--- config.mk ---
export PLATFORM = sky130hd
export DESIGN_NAME = impact_freefall_detector_unit
export DESIGN_NICKNAME = d
export VERILOG_FILES = /design/src/rtl/ifd_pkg.sv /design/src/rtl/ifd_lane.sv /design/src/rtl/ifd_merge.sv /design/src/rtl/impact_freefall_detector_unit.sv
export VERILOG_INCLUDE_DIRS = /design/src /design/src/rtl
export SDC_FILE = /design/constraint.sdc
export NUM_CORES = 2
export LEC_CHECK = 0
export BUFFER_PORTS_ARGS = -buffer_cell sky130_fd_sc_hd__buf_2
export CAP_MARGIN = 25
export CORE_UTILIZATION = 29
export DETAILED_ROUTE_END_ITERATION = 10
export GPL_TIMING_DRIVEN = 0
export PLACE_DENSITY = 0.4
export RECOVER_POWER = 25
export SYNTH_ARGS = -nofsm -noshare
export SYNTH_HDL_FRONTEND = slang
export SYNTH_SLANG_ARGS = --single-unit
--- constraint.sdc ---
create_clock -name i_clk -period 26.8 [get_ports i_clk]
set_input_delay 2.68 -clock i_clk [delete_from_list [all_inputs] [get_ports i_clk]]
set_output_delay 2.68 -clock i_clk [all_outputs]
set_load 0.02 [all_outputs]
--- src/rtl/impact_freefall_detector_unit_defines.svh ---
// Assertion helpers for the detector modules; only the merge module includes them.
`ifndef IMPACT_FREEFALL_DETECTOR_UNIT_DEFINES_SVH
`define IMPACT_FREEFALL_DETECTOR_UNIT_DEFINES_SVH

// Same-cycle implication, checked at every rising clock edge out of reset.
`define IFD_ASSERT_NOW(label, ante, cons) \
    label: assert property (@(posedge i_clk) disable iff (!i_rst_n) (ante) |-> (cons)) \
        else $error("ifd check failed: label");

// Next-cycle implication, checked at every rising clock edge out of reset.
`define IFD_ASSERT_NEXT(label, ante, cons) \
    label: assert property (@(posedge i_clk) disable iff (!i_rst_n) (ante) |=> (cons)) \
        else $error("ifd check failed: label");

`endif

--- src/rtl/ifd_pkg.sv ---
package ifd_pkg;

    localparam int IFD_SAMPLE_BITS = 16;
    localparam int IFD_TIME_BITS   = 32;

    localparam int IFD_LEVEL_BITS  = 16;
    localparam int IFD_LEVEL_SQ_BITS = 2 * IFD_LEVEL_BITS;
    localparam int IFD_HOLD_BITS   = 16;
    localparam int IFD_ADDR_BITS   = 4;
    localparam int IFD_DATA_BITS   = 32;

    localparam logic [IFD_LEVEL_BITS-1:0] IFD_IMPACT_RESET   = 16'd40960;
    localparam logic [IFD_LEVEL_BITS-1:0] IFD_FREEFALL_RESET = 16'd8192;
    localparam logic [IFD_HOLD_BITS-1:0]  IFD_HOLD_RESET     = 16'd100;

    typedef enum logic [1:0] {
        REG_IMPACT   = 2'd0,
        REG_FREEFALL = 2'd1,
        REG_HOLD     = 2'd2
    } t_reg_idx;

    // Thresholds as the merge stage consumes them: levels already squared.
    typedef struct packed {
        logic [IFD_LEVEL_SQ_BITS-1:0] impact_sq;
        logic [IFD_LEVEL_SQ_BITS-1:0] freefall_sq;
        logic [IFD_HOLD_BITS-1:0]     hold_ms;
    } t_ifd_cfg;

endpackage

--- src/rtl/ifd_lane.sv ---
module ifd_lane
    import ifd_pkg::*;
#(
    parameter int SAMPLE_BITS = IFD_SAMPLE_BITS
) (
    input  logic                          i_clk,
    input  logic                          i_en,
    input  logic signed [SAMPLE_BITS-1:0] i_sample,
    output logic [2*SAMPLE_BITS-1:0]      o_square
);

    logic [SAMPLE_BITS-1:0]   w_abs;
    logic [2*SAMPLE_BITS-1:0] r_square;

    // Magnitude of the most negative code still fits as unsigned.
    assign w_abs = i_sample[SAMPLE_BITS-1] ? (~i_sample + SAMPLE_BITS'(1)) : i_sample;

    always_ff @(posedge i_clk) begin
        if (i_en) begin
            r_square <= (2*SAMPLE_BITS)'(w_abs) * (2*SAMPLE_BITS)'(w_abs);
        end
    end

    assign o_square = r_square;

endmodule

--- src/rtl/ifd_merge.sv ---
`include "impact_freefall_detector_unit_defines.svh"

module ifd_merge
    import ifd_pkg::*;
#(
    parameter int SAMPLE_BITS = IFD_SAMPLE_BITS,
    parameter int TIME_BITS   = IFD_TIME_BITS
) (
    input  logic                     i_clk,
    input  logic                     i_rst_n,
    input  t_ifd_cfg                 i_cfg,
    input  logic                     i_valid,
    input  logic [2*SAMPLE_BITS-1:0] i_sq_x,
    input  logic [2*SAMPLE_BITS-1:0] i_sq_y,
    input  logic [2*SAMPLE_BITS-1:0] i_sq_z,
    input  logic [TIME_BITS-1:0]     i_now,
    output logic                     o_adv,
    output logic                     o_valid,
    input  logic                     i_stall,
    output logic                     o_stop_event,
    output logic                     o_impact_armed,
    output logic                     o_fall_timing
);

    localparam int SUM_BITS = 2 * SAMPLE_BITS + 2;
    localparam int CMP_BITS = (SUM_BITS > IFD_LEVEL_SQ_BITS) ? SUM_BITS : IFD_LEVEL_SQ_BITS;

    logic [SUM_BITS-1:0]  w_mag2;
    logic [CMP_BITS-1:0]  w_mag_cmp;
    logic                 w_impact;
    logic                 w_freefall;
    logic [TIME_BITS-1:0] w_elapsed;
    logic                 w_held;

    logic                 r_armed, n_armed;
    logic                 r_timing, n_timing;
    logic [TIME_BITS-1:0] r_start, n_start;
    logic                 n_stop;
    logic                 r_valid;
    logic                 r_stop, r_out_armed, r_out_timing;

    assign w_mag2 = SUM_BITS'(i_sq_x) + SUM_BITS'(i_sq_y) + SUM_BITS'(i_sq_z);
    assign w_mag_cmp  = CMP_BITS'(w_mag2);
    assign w_impact   = w_mag_cmp >= CMP_BITS'(i_cfg.impact_sq);
    assign w_freefall = w_mag_cmp <= CMP_BITS'(i_cfg.freefall_sq);
    assign w_elapsed  = i_now - r_start;
    assign w_held     = w_elapsed >= TIME_BITS'(i_cfg.hold_ms);

    assign o_adv = i_valid && (!r_valid || !i_stall);

    always_comb begin
        n_armed  = r_armed;
        n_timing = r_timing;
        n_start  = r_start;
        n_stop   = 1'b0;
        if (!r_armed) begin
            if (w_impact) begin
                n_armed  = 1'b1;
                n_timing = 1'b0;
            end
        end else if (w_freefall) begin
            if (!r_timing) begin
                n_start  = i_now;
                n_timing = 1'b1;
            end else if (w_held) begin
                n_stop   = 1'b1;
                n_armed  = 1'b0;
                n_timing = 1'b0;
            end
        end else begin
            n_timing = 1'b0;
        end
    end

    always_ff @(posedge i_clk) begin
        if (!i_rst_n) begin
            r_armed  <= 1'b0;
            r_timing <= 1'b0;
            r_start  <= '0;
            r_valid  <= 1'b0;
        end else begin
            if (o_adv) begin
                r_armed  <= n_armed;
                r_timing <= n_timing;
                r_start  <= n_start;
                r_valid  <= 1'b1;
            end else if (!i_stall) begin
                r_valid  <= 1'b0;
            end
        end
    end

    always_ff @(posedge i_clk) begin
        if (o_adv) begin
            r_stop       <= n_stop;
            r_out_armed  <= n_armed;
            r_out_timing <= n_timing;
        end
    end

    assign o_valid        = r_valid;
    assign o_stop_event   = r_stop;
    assign o_impact_armed = r_out_armed;
    assign o_fall_timing  = r_out_timing;

    `IFD_ASSERT_NOW(a_timing_needs_arm, 1'b1, !r_timing || r_armed)
    `IFD_ASSERT_NOW(a_stop_disarms_out, r_valid && r_stop, !r_out_armed && !r_out_timing)
    `IFD_ASSERT_NEXT(a_stop_clears_state, o_adv && n_stop, !r_armed && !r_timing)
    `IFD_ASSERT_NEXT(a_stop_needs_arm, o_adv && !r_armed, !(r_valid && r_stop))

endmodule

--- src/rtl/impact_freefall_detector_unit.sv ---
// Path: a sample passes the lane registers, then the merge result register, before its result transfers.
// Throughput: one sample per cycle while the input does not stall; a new sample is taken while a result waits.
// The input stalls only when the lane stage is full and the result is held.
// Reset (synchronous, active low): disarmed, not timing, pipeline empty,
// thresholds back to 2.5 g impact, 0.5 g free fall and a 100 ms hold.
module impact_freefall_detector_unit
    import ifd_pkg::*;
#(
    parameter int SAMPLE_BITS = IFD_SAMPLE_BITS,
    parameter int TIME_BITS   = IFD_TIME_BITS
) (
    input  logic                          i_clk,
    input  logic                          i_rst_n,
    // sample channel
    input  logic                          i_in_valid,
    output logic                          o_in_stall,
    input  logic signed [SAMPLE_BITS-1:0] i_accel_x,
    input  logic signed [SAMPLE_BITS-1:0] i_accel_y,
    input  logic signed [SAMPLE_BITS-1:0] i_accel_z,
    input  logic [TIME_BITS-1:0]          i_now_ms,
    // result channel
    output logic                          o_out_valid,
    input  logic                          i_out_stall,
    output logic                          o_stop_event,
    output logic                          o_impact_armed,
    output logic                          o_fall_timing,
    // register port
    input  logic                          psel,
    input  logic                          penable,
    input  logic                          pwrite,
    input  logic [IFD_ADDR_BITS-1:0]      paddr,
    input  logic [IFD_DATA_BITS-1:0]      pwdata,
    output logic [IFD_DATA_BITS-1:0]      prdata,
    output logic                          pready
);

    // ---------------------------------------------------------------
    // Register file. Each level is kept raw for readback and squared,
    // so the merge stage compares squared magnitudes with no root.
    // ---------------------------------------------------------------
    logic [IFD_LEVEL_BITS-1:0]    r_impact_level;
    logic [IFD_LEVEL_BITS-1:0]    r_freefall_level;
    logic [IFD_HOLD_BITS-1:0]     r_hold_ms;
    t_ifd_cfg                     r_cfg;
    logic                         w_wr;
    t_reg_idx                     w_idx;
    logic [IFD_LEVEL_BITS-1:0]    w_wval;
    logic [IFD_LEVEL_SQ_BITS-1:0] w_wval_wide;

    assign pready      = 1'b1;
    assign w_wr        = psel && penable && pwrite && pready;
    assign w_idx       = t_reg_idx'(paddr[3:2]);
    assign w_wval      = pwdata[IFD_LEVEL_BITS-1:0];
    assign w_wval_wide = IFD_LEVEL_SQ_BITS'(w_wval);

    always_ff @(posedge i_clk) begin
        if (!i_rst_n) begin
            r_impact_level    <= IFD_IMPACT_RESET;
            r_freefall_level  <= IFD_FREEFALL_RESET;
            r_hold_ms         <= IFD_HOLD_RESET;
            r_cfg.impact_sq   <= IFD_LEVEL_SQ_BITS'(IFD_IMPACT_RESET)
                                 * IFD_LEVEL_SQ_BITS'(IFD_IMPACT_RESET);
            r_cfg.freefall_sq <= IFD_LEVEL_SQ_BITS'(IFD_FREEFALL_RESET)
                                 * IFD_LEVEL_SQ_BITS'(IFD_FREEFALL_RESET);
            r_cfg.hold_ms     <= IFD_HOLD_RESET;
        end else if (w_wr) begin
            unique case (w_idx)
                REG_IMPACT: begin
                    r_impact_level  <= w_wval;
                    r_cfg.impact_sq <= w_wval_wide * w_wval_wide;
                end
                REG_FREEFALL: begin
                    r_freefall_level  <= w_wval;
                    r_cfg.freefall_sq <= w_wval_wide * w_wval_wide;
                end
                REG_HOLD: begin
                    r_hold_ms     <= w_wval;
                    r_cfg.hold_ms <= w_wval;
                end
                default: ; // drop writes outside the register map
            endcase
        end
    end

    always_comb begin
        unique case (w_idx)
            REG_IMPACT:   prdata = IFD_DATA_BITS'(r_impact_level);
            REG_FREEFALL: prdata = IFD_DATA_BITS'(r_freefall_level);
            REG_HOLD:     prdata = IFD_DATA_BITS'(r_hold_ms);
            default:      prdata = '0;
        endcase
    end

    // ---------------------------------------------------------------
    // Lane stage: one squarer per axis, all loaded by the same transfer.
    // The timestamp rides alongside. The stage refills whenever the
    // merge stage drains it, so it never blocks while a slot is free.
    // ---------------------------------------------------------------
    logic                     r_s1_valid;
    logic [TIME_BITS-1:0]     r_s1_now;
    logic                     w_load;
    logic                     w_adv;
    logic [2*SAMPLE_BITS-1:0] w_sq_x, w_sq_y, w_sq_z;

    assign o_in_stall = r_s1_valid && !w_adv;
    assign w_load     = i_in_valid && !o_in_stall;

    always_ff @(posedge i_clk) begin
        if (!i_rst_n) begin
            r_s1_valid <= 1'b0;
        end else if (w_load) begin
            r_s1_valid <= 1'b1;
        end else if (w_adv) begin
            r_s1_valid <= 1'b0;
        end
    end

    always_ff @(posedge i_clk) begin
        if (w_load) begin
            r_s1_now <= i_now_ms;
        end
    end

    ifd_lane #(.SAMPLE_BITS(SAMPLE_BITS)) u_lane_x (
        .i_clk    (i_clk),
        .i_en     (w_load),
        .i_sample (i_accel_x),
        .o_square (w_sq_x)
    );

    ifd_lane #(.SAMPLE_BITS(SAMPLE_BITS)) u_lane_y (
        .i_clk    (i_clk),
        .i_en     (w_load),
        .i_sample (i_accel_y),
        .o_square (w_sq_y)
    );

    ifd_lane #(.SAMPLE_BITS(SAMPLE_BITS)) u_lane_z (
        .i_clk    (i_clk),
        .i_en     (w_load),
        .i_sample (i_accel_z),
        .o_square (w_sq_z)
    );

    // ---------------------------------------------------------------
    // Merge stage: sum of squares, threshold compares, detector state
    // and the result register. Hold the result while the sink stalls.
    // ---------------------------------------------------------------
    ifd_merge #(
        .SAMPLE_BITS (SAMPLE_BITS),
        .TIME_BITS   (TIME_BITS)
    ) u_merge (
        .i_clk          (i_clk),
        .i_rst_n        (i_rst_n),
        .i_cfg          (r_cfg),
        .i_valid        (r_s1_valid),
        .i_sq_x         (w_sq_x),
        .i_sq_y         (w_sq_y),
        .i_sq_z         (w_sq_z),
        .i_now          (r_s1_now),
        .o_adv          (w_adv),
        .o_valid        (o_out_valid),
        .i_stall        (i_out_stall),
        .o_stop_event   (o_stop_event),
        .o_impact_armed (o_impact_armed),
        .o_fall_timing  (o_fall_timing)
    );

endmodule
# --- Word level (Yosys, flattened, before mapping) ---
# Cells that the tools add are included.
word_totals:
  regBits: 279
  latch_bits: 0
  ramBits: 0
  romBits: 0
  out_inout_bits: 38
  elab_cells: 71
  memories: 0
op_classes:
  n_addsub: 6
  n_mul: 4
  n_div: 0
  n_lt_le_gt_ge: 3
  eq_ne: 3
  shift: 0
  muxes: 17
  bitwise: 4
  n_reduce_logical: 17
op_table:
  columns: ["operator", "n"]
  rows:
  - ["multiplier 16 x 16 -> 32 bit", 4]
  - ["adder 16 x 2 -> 16 bit, second input constant", 3]
  - ["2-to-1 mux 16 bit", 3]
  - ["inverter 16 bit", 3]
  - ["case mux 16 bit (3 select lines)", 1]
  - ["adder 34 x 32 -> 34 bit", 1]
  - ["greater-or-equal comparator 34 x 32 -> 1 bit", 1]
  - ["less-or-equal comparator 34 x 32 -> 1 bit", 1]
  - ["adder 32 x 32 -> 33 bit", 1]
  - ["greater-or-equal comparator 32 x 16 -> 1 bit", 1]
  - ["subtractor 32 bit", 1]
  - ["2-to-1 mux 1 bit", 13]
  - ["AND reduction 2 bit", 3]
  - ["logical AND 1 bit", 5]
  - ["zero test 1 bit", 4]
  - ["AND reduction 4 bit", 1]
  - ["AND reduction 3 bit", 1]
  - ["equality test 2 x 1 -> 1 bit, second input constant", 1]
  - ["equality test 2 bit, second input constant", 1]
  - ["zero test 2 bit", 1]
  - ["inequality test 2 x 1 -> 1 bit, second input constant", 1]
  - ["nonzero test 2 bit", 1]
  - ["logical OR 1 bit", 1]
  - ["inverter 1 bit", 1]

# --- Logic depth before layout (Yosys ltp) ---
depth:
  depth_word: 8
  ltp_mapped: 35

# --- By module ---
# From an unflattened synthesis, not the netlist that was laid out.
hier_totals:
  hier_cells: 5222
  hier_area_um2: 46059.2
modules_own_cells:
  columns: ["module", "n_inst", "cells_per_inst", "area_each_um2"]
  rows:
  - ["impact_freefall_detector_unit", 1, 1480, 12893.6]
  - ["ifd_lane at u_lane_y", 1, 939, 8615.8]
  - ["ifd_lane at u_lane_x", 1, 918, 8468.1]
  - ["ifd_lane at u_lane_z", 1, 911, 8313.0]
  - ["ifd_merge", 1, 974, 7768.7]

# --- Worst setup path after synthesis ---
# No wires, ideal clock.
synth_timing:
  kind: "input port to flip-flop"
  startpoint: "input port i_accel_y[2]"
  endpoint: "register u_lane_y.r_square[30] (netlist: u_lane_y.o_square[30]) (data pin)"
  setup_time_ns: 0.258
  arrival_time_ns: 10.295
  slack_ns: 16.248
  cell_stages: 30
  path_cell_list: "or4_1 > or3_1 > or3_1 > nand2_1 > xor2_1 > clkinv_1 > nand2_1 > inv_1 > fa_1 > inv_1 > fa_1 > inv_1 > fa_1 > fa_1 > fa_1 > inv_1 > fa_1 > inv_1 > ha_1 > and3_1 > a221o_1 > a21oi_1 > o211a_1 > o21ai_0 > o41a_1 > a41oi_1 > a21oi_1 > a21o_1 > a21oi_1 > xnor2_1"
synth_between:
  elab_chain_len: 4
synth_lines:
  columns: ["item", "line", "text"]
  rows:
  - ["start, declared", "impact_freefall_detector_unit.sv:18", "input logic signed [SAMPLE_BITS-1:0] i_accel_y,"]
  - ["inverter 16 bit", "ifd_lane.sv:16", "assign w_abs = i_sample[SAMPLE_BITS-1] ? (~i_sample + SAMPLE_BITS'(1)) : i_sample;"]
  - ["adder 16 x 2 -> 16 bit", "ifd_lane.sv:16", null]
  - ["2-to-1 mux 16 bit (*)", "ifd_lane.sv:16", null]
  - ["multiplier 16 x 16 -> 32 bit (*)", "ifd_lane.sv:20", "r_square <= (2*SAMPLE_BITS)'(w_abs) * (2*SAMPLE_BITS)'(w_abs);"]
  - ["end signal, assigned", "ifd_lane.sv:20", null]
  - ["end, declared", "ifd_lane.sv:13", "logic [2*SAMPLE_BITS-1:0] r_square;"]
# Every way passes the cells marked *; elsewhere a longest branch is shown, timed or not.
# A chain may end at the register's enable or synchronous reset.

# --- Worst setup path in the final report ---
layout_timing:
  startpoint: "input port i_accel_x[0]"
  endpoint: "register u_lane_x.r_square[28] (netlist: u_lane_x.o_square[28]) (data pin)"
layout_between:
  elab_chain_len: 4
layout_lines:
  columns: ["item", "line", "text"]
  rows:
  - ["start, declared", "impact_freefall_detector_unit.sv:17", "input logic signed [SAMPLE_BITS-1:0] i_accel_x,"]
  - ["inverter 16 bit", "ifd_lane.sv:16", null]
  - ["adder 16 x 2 -> 16 bit", "ifd_lane.sv:16", null]
  - ["2-to-1 mux 16 bit (*)", "ifd_lane.sv:16", null]
  - ["multiplier 16 x 16 -> 32 bit (*)", "ifd_lane.sv:20", null]
  - ["end signal, assigned", "ifd_lane.sv:20", null]
  - ["end, declared", "ifd_lane.sv:13", null]
# Marked as above.

==> flow_summary.ini <==
[place]
place_congestion = 0.842
dp_hpwl_um = 107000
dp_slack_ns = 13.90
port_buffers = 121

[layout]
area_growth_pct = 10.2
fillers = 16300
fin_util_pct = 32.3
nNetsFinal = 6605
drive_above_1_share_pct = 4.56
diodes = 0

[timing]
max_slew.worst_pin.slew_ns = 1.83
hold_ws_ns = 0.453
hold_viol_final = 0
post-route-period-util_pct = 46.8
rsz0062_at_grt = no
fin_crit_ns = 12.55
max_freq_mhz = 79.7
finalMaxSlewViolations = 32
fin_skew_ns = 0.0450
slew_headroom_pct = -22.0
tns_ns = 0
worst_slack_ns = 14.25
setup_viol = 0

[yosys]
synthTopCellsByArea = fa_1 29%, ha_1 16%, inv_1 8.8%, edfxtp_1 8.6%, dfxtp_1 6.5%
syn_avg_cell_area_um2 = 8.87
synth-edff-count = 128
yosysSeqAreaShare_pct = 15.1
ys_ff_latch = 272
synth_warnings = 0
netlist_area_mm2 = 0.0447
yosys.area.top_type = fa_1
synthArstFlopShare_pct = 0
postSynthCellCount = 5036
netlist_top_cells_count = 1047 x inv_1, 655 x fa_1, 565 x ha_1
synth_ff_type = dfxtp_1
yosysTopAreaCellShare_pct = 29.3
ys_types = 79
synth_most_common_cell = inv_1

[critical_path]
cp_max_fo = 11
worstSetupPathType = input pin to flip-flop
max_stage_delay_ns = 0.91
cp.required_ns = 27.06
critPathArrivalTime_ns = 12.81
cp-start-kind = input pin
endpoint_kind = flip-flop
cp_slowest_cell = o41ai_1

[route]
vias = 33200
drt_first_pass_iters = 5
wirelength_um = 125000
via_per_inst = 4.53
route.antenna.remaining_nets = 0
drc = 0
drtIter0Drc = 1425
wire_per_inst_um = 17.0

[clock_network]
cts_tree = built
post_cts_resized = 0
h-tree-depth = 2
ctsLongestPathBuffers = 3
numCtsBuffers = 35
cts.sinks = 272
post_cts.repair.setup_buffers = 0
clk-insertion-delay-late_ns = 0.56
clk_pin_slew_ns = 0.06
hold_buffers = 0
cts_root_buffer = clkbuf_16

[global_route]
met2_usage_pct = 28.7
grt_max_degree = 33
grt-ovfl-total = 0
grt_pass1_vias = 35100
met1_usage_pct = 22.0
use_met3_pct = 1.18
grt-busiest-layer = met2
grt_pass1_wl_um = 200000
antenna_found_initial = 1
grt_use_total_pct = 16.2

[floorplan]
io_pins = 161
dieArea_mm2 = 0.156
dieWidth_um = 395
fp-row-count = 143
die_y_um = 395
coreArea_mm2 = 0.152
start_util_pct = 29.3

[run]
maxCapViolations = 1

[hold_path]
hold_path_class = flip-flop to flip-flop

[run_status]
status = finished with violations
violations = max-capacitance violations, max-slew violations
metrics by stage:
step                instances  instance area (µm²)
finish                   7315                49300
global route             7315                49300
CTS                      7312                49300
detailed placement       7252                48200
global placement         7235                48000
floorplan                5084                44900
final timing paths:
path,start,end,slack [ns],cells past startpoint
hold / removal,r_cfg[40],r_cfg[40],0.45,2
hold reg to reg,r_cfg[40],r_cfg[40],0.45,2
setup reg to reg,u_lane_x.o_square[3],u_merge.r_start[1],17.85,30
setup / recovery,i_accel_x[0],u_lane_x.o_square[28],14.25,33
worst max-delay path, delay by kind of cell:
family | cells | cell delay (ns)
and+or+nand+nor | 7 | 1.37
buffers and inverters | 9 | 2.05
AOI/OAI and AO/OA | 8 | 2.27
adders and majority gates | 8 | 3.63
xor gates and xnor gates | 1 | 0.77
area by class of cell:
| type | count | area [µm²] | share of cell area, % |
|---|---|---|---|
| Inverter | 1067 | 4010 | 8.13 |
| Sequential cell | 272 | 6730 | 13.7 |
| Clock buffer | 45 | 933 | 1.89 |
| Buffer | 137 | 601 | 1.22 |
| Timing Repair Buffer | 141 | 776 | 1.57 |
| Clock inverter | 15 | 133 | 0.269 |
| Tap cell | 2030 | 2540 | 5.16 |
| Multi-Input combinational cell | 3608 | 33500 | 68.1 |
registers in the layout, indices dropped and copies added, names as in the netlist, 16 cells and up:
signal             cells
r_impact_level        16
u_lane_z.o_square     31
r_freefall_level      16
u_lane_x.o_square     31
u_merge.r_start       32
u_lane_y.o_square     31
r_cfg                 76
r_s1_now              32
cells in the final DEF, fill, tap and decap left out, types with 36 or more instances in the layout:
cell,count
nor3_1,48
edfxtp_1,128
fa_1,655
dfxtp_1,144
inv_1,1047
nand4_1,36
nand3_1,55
buf_2,117
and2_1,76
xnor2_1,170
o21ai_0,134
mux2i_1,51
xor2_1,78
a21oi_1,278
nand2_1,546
ha_1,565
nor2_1,353
a21o_1,109
conb_1,50
clkbuf_1,129
metal layers:
metal  vias up  part of all wire [%]
met5         -                     0
met4         0                   1.3
met3        77                   1.9
met2       317                    49
met1     16300                    47
li1      16500                     -
cells by family after synthesis:
| logic type | synth area share (%) |
|---|---|
| AND/OR/NAND/NOR | 12.7 |
| adder cells (fa/ha/maj) | 45.2 |
| buffers and inverters | 10.3 |
| AO/OA/AOI/OAI | 10.7 |
| flip-flops | 15.1 |
| XOR/XNOR | 4.88 |
| multiplexers | 1.24 |
| other | 0.0168 |
Power is not shown: default switching activity piles up to over one toggle a cycle in this logic, so the estimate is an artifact.
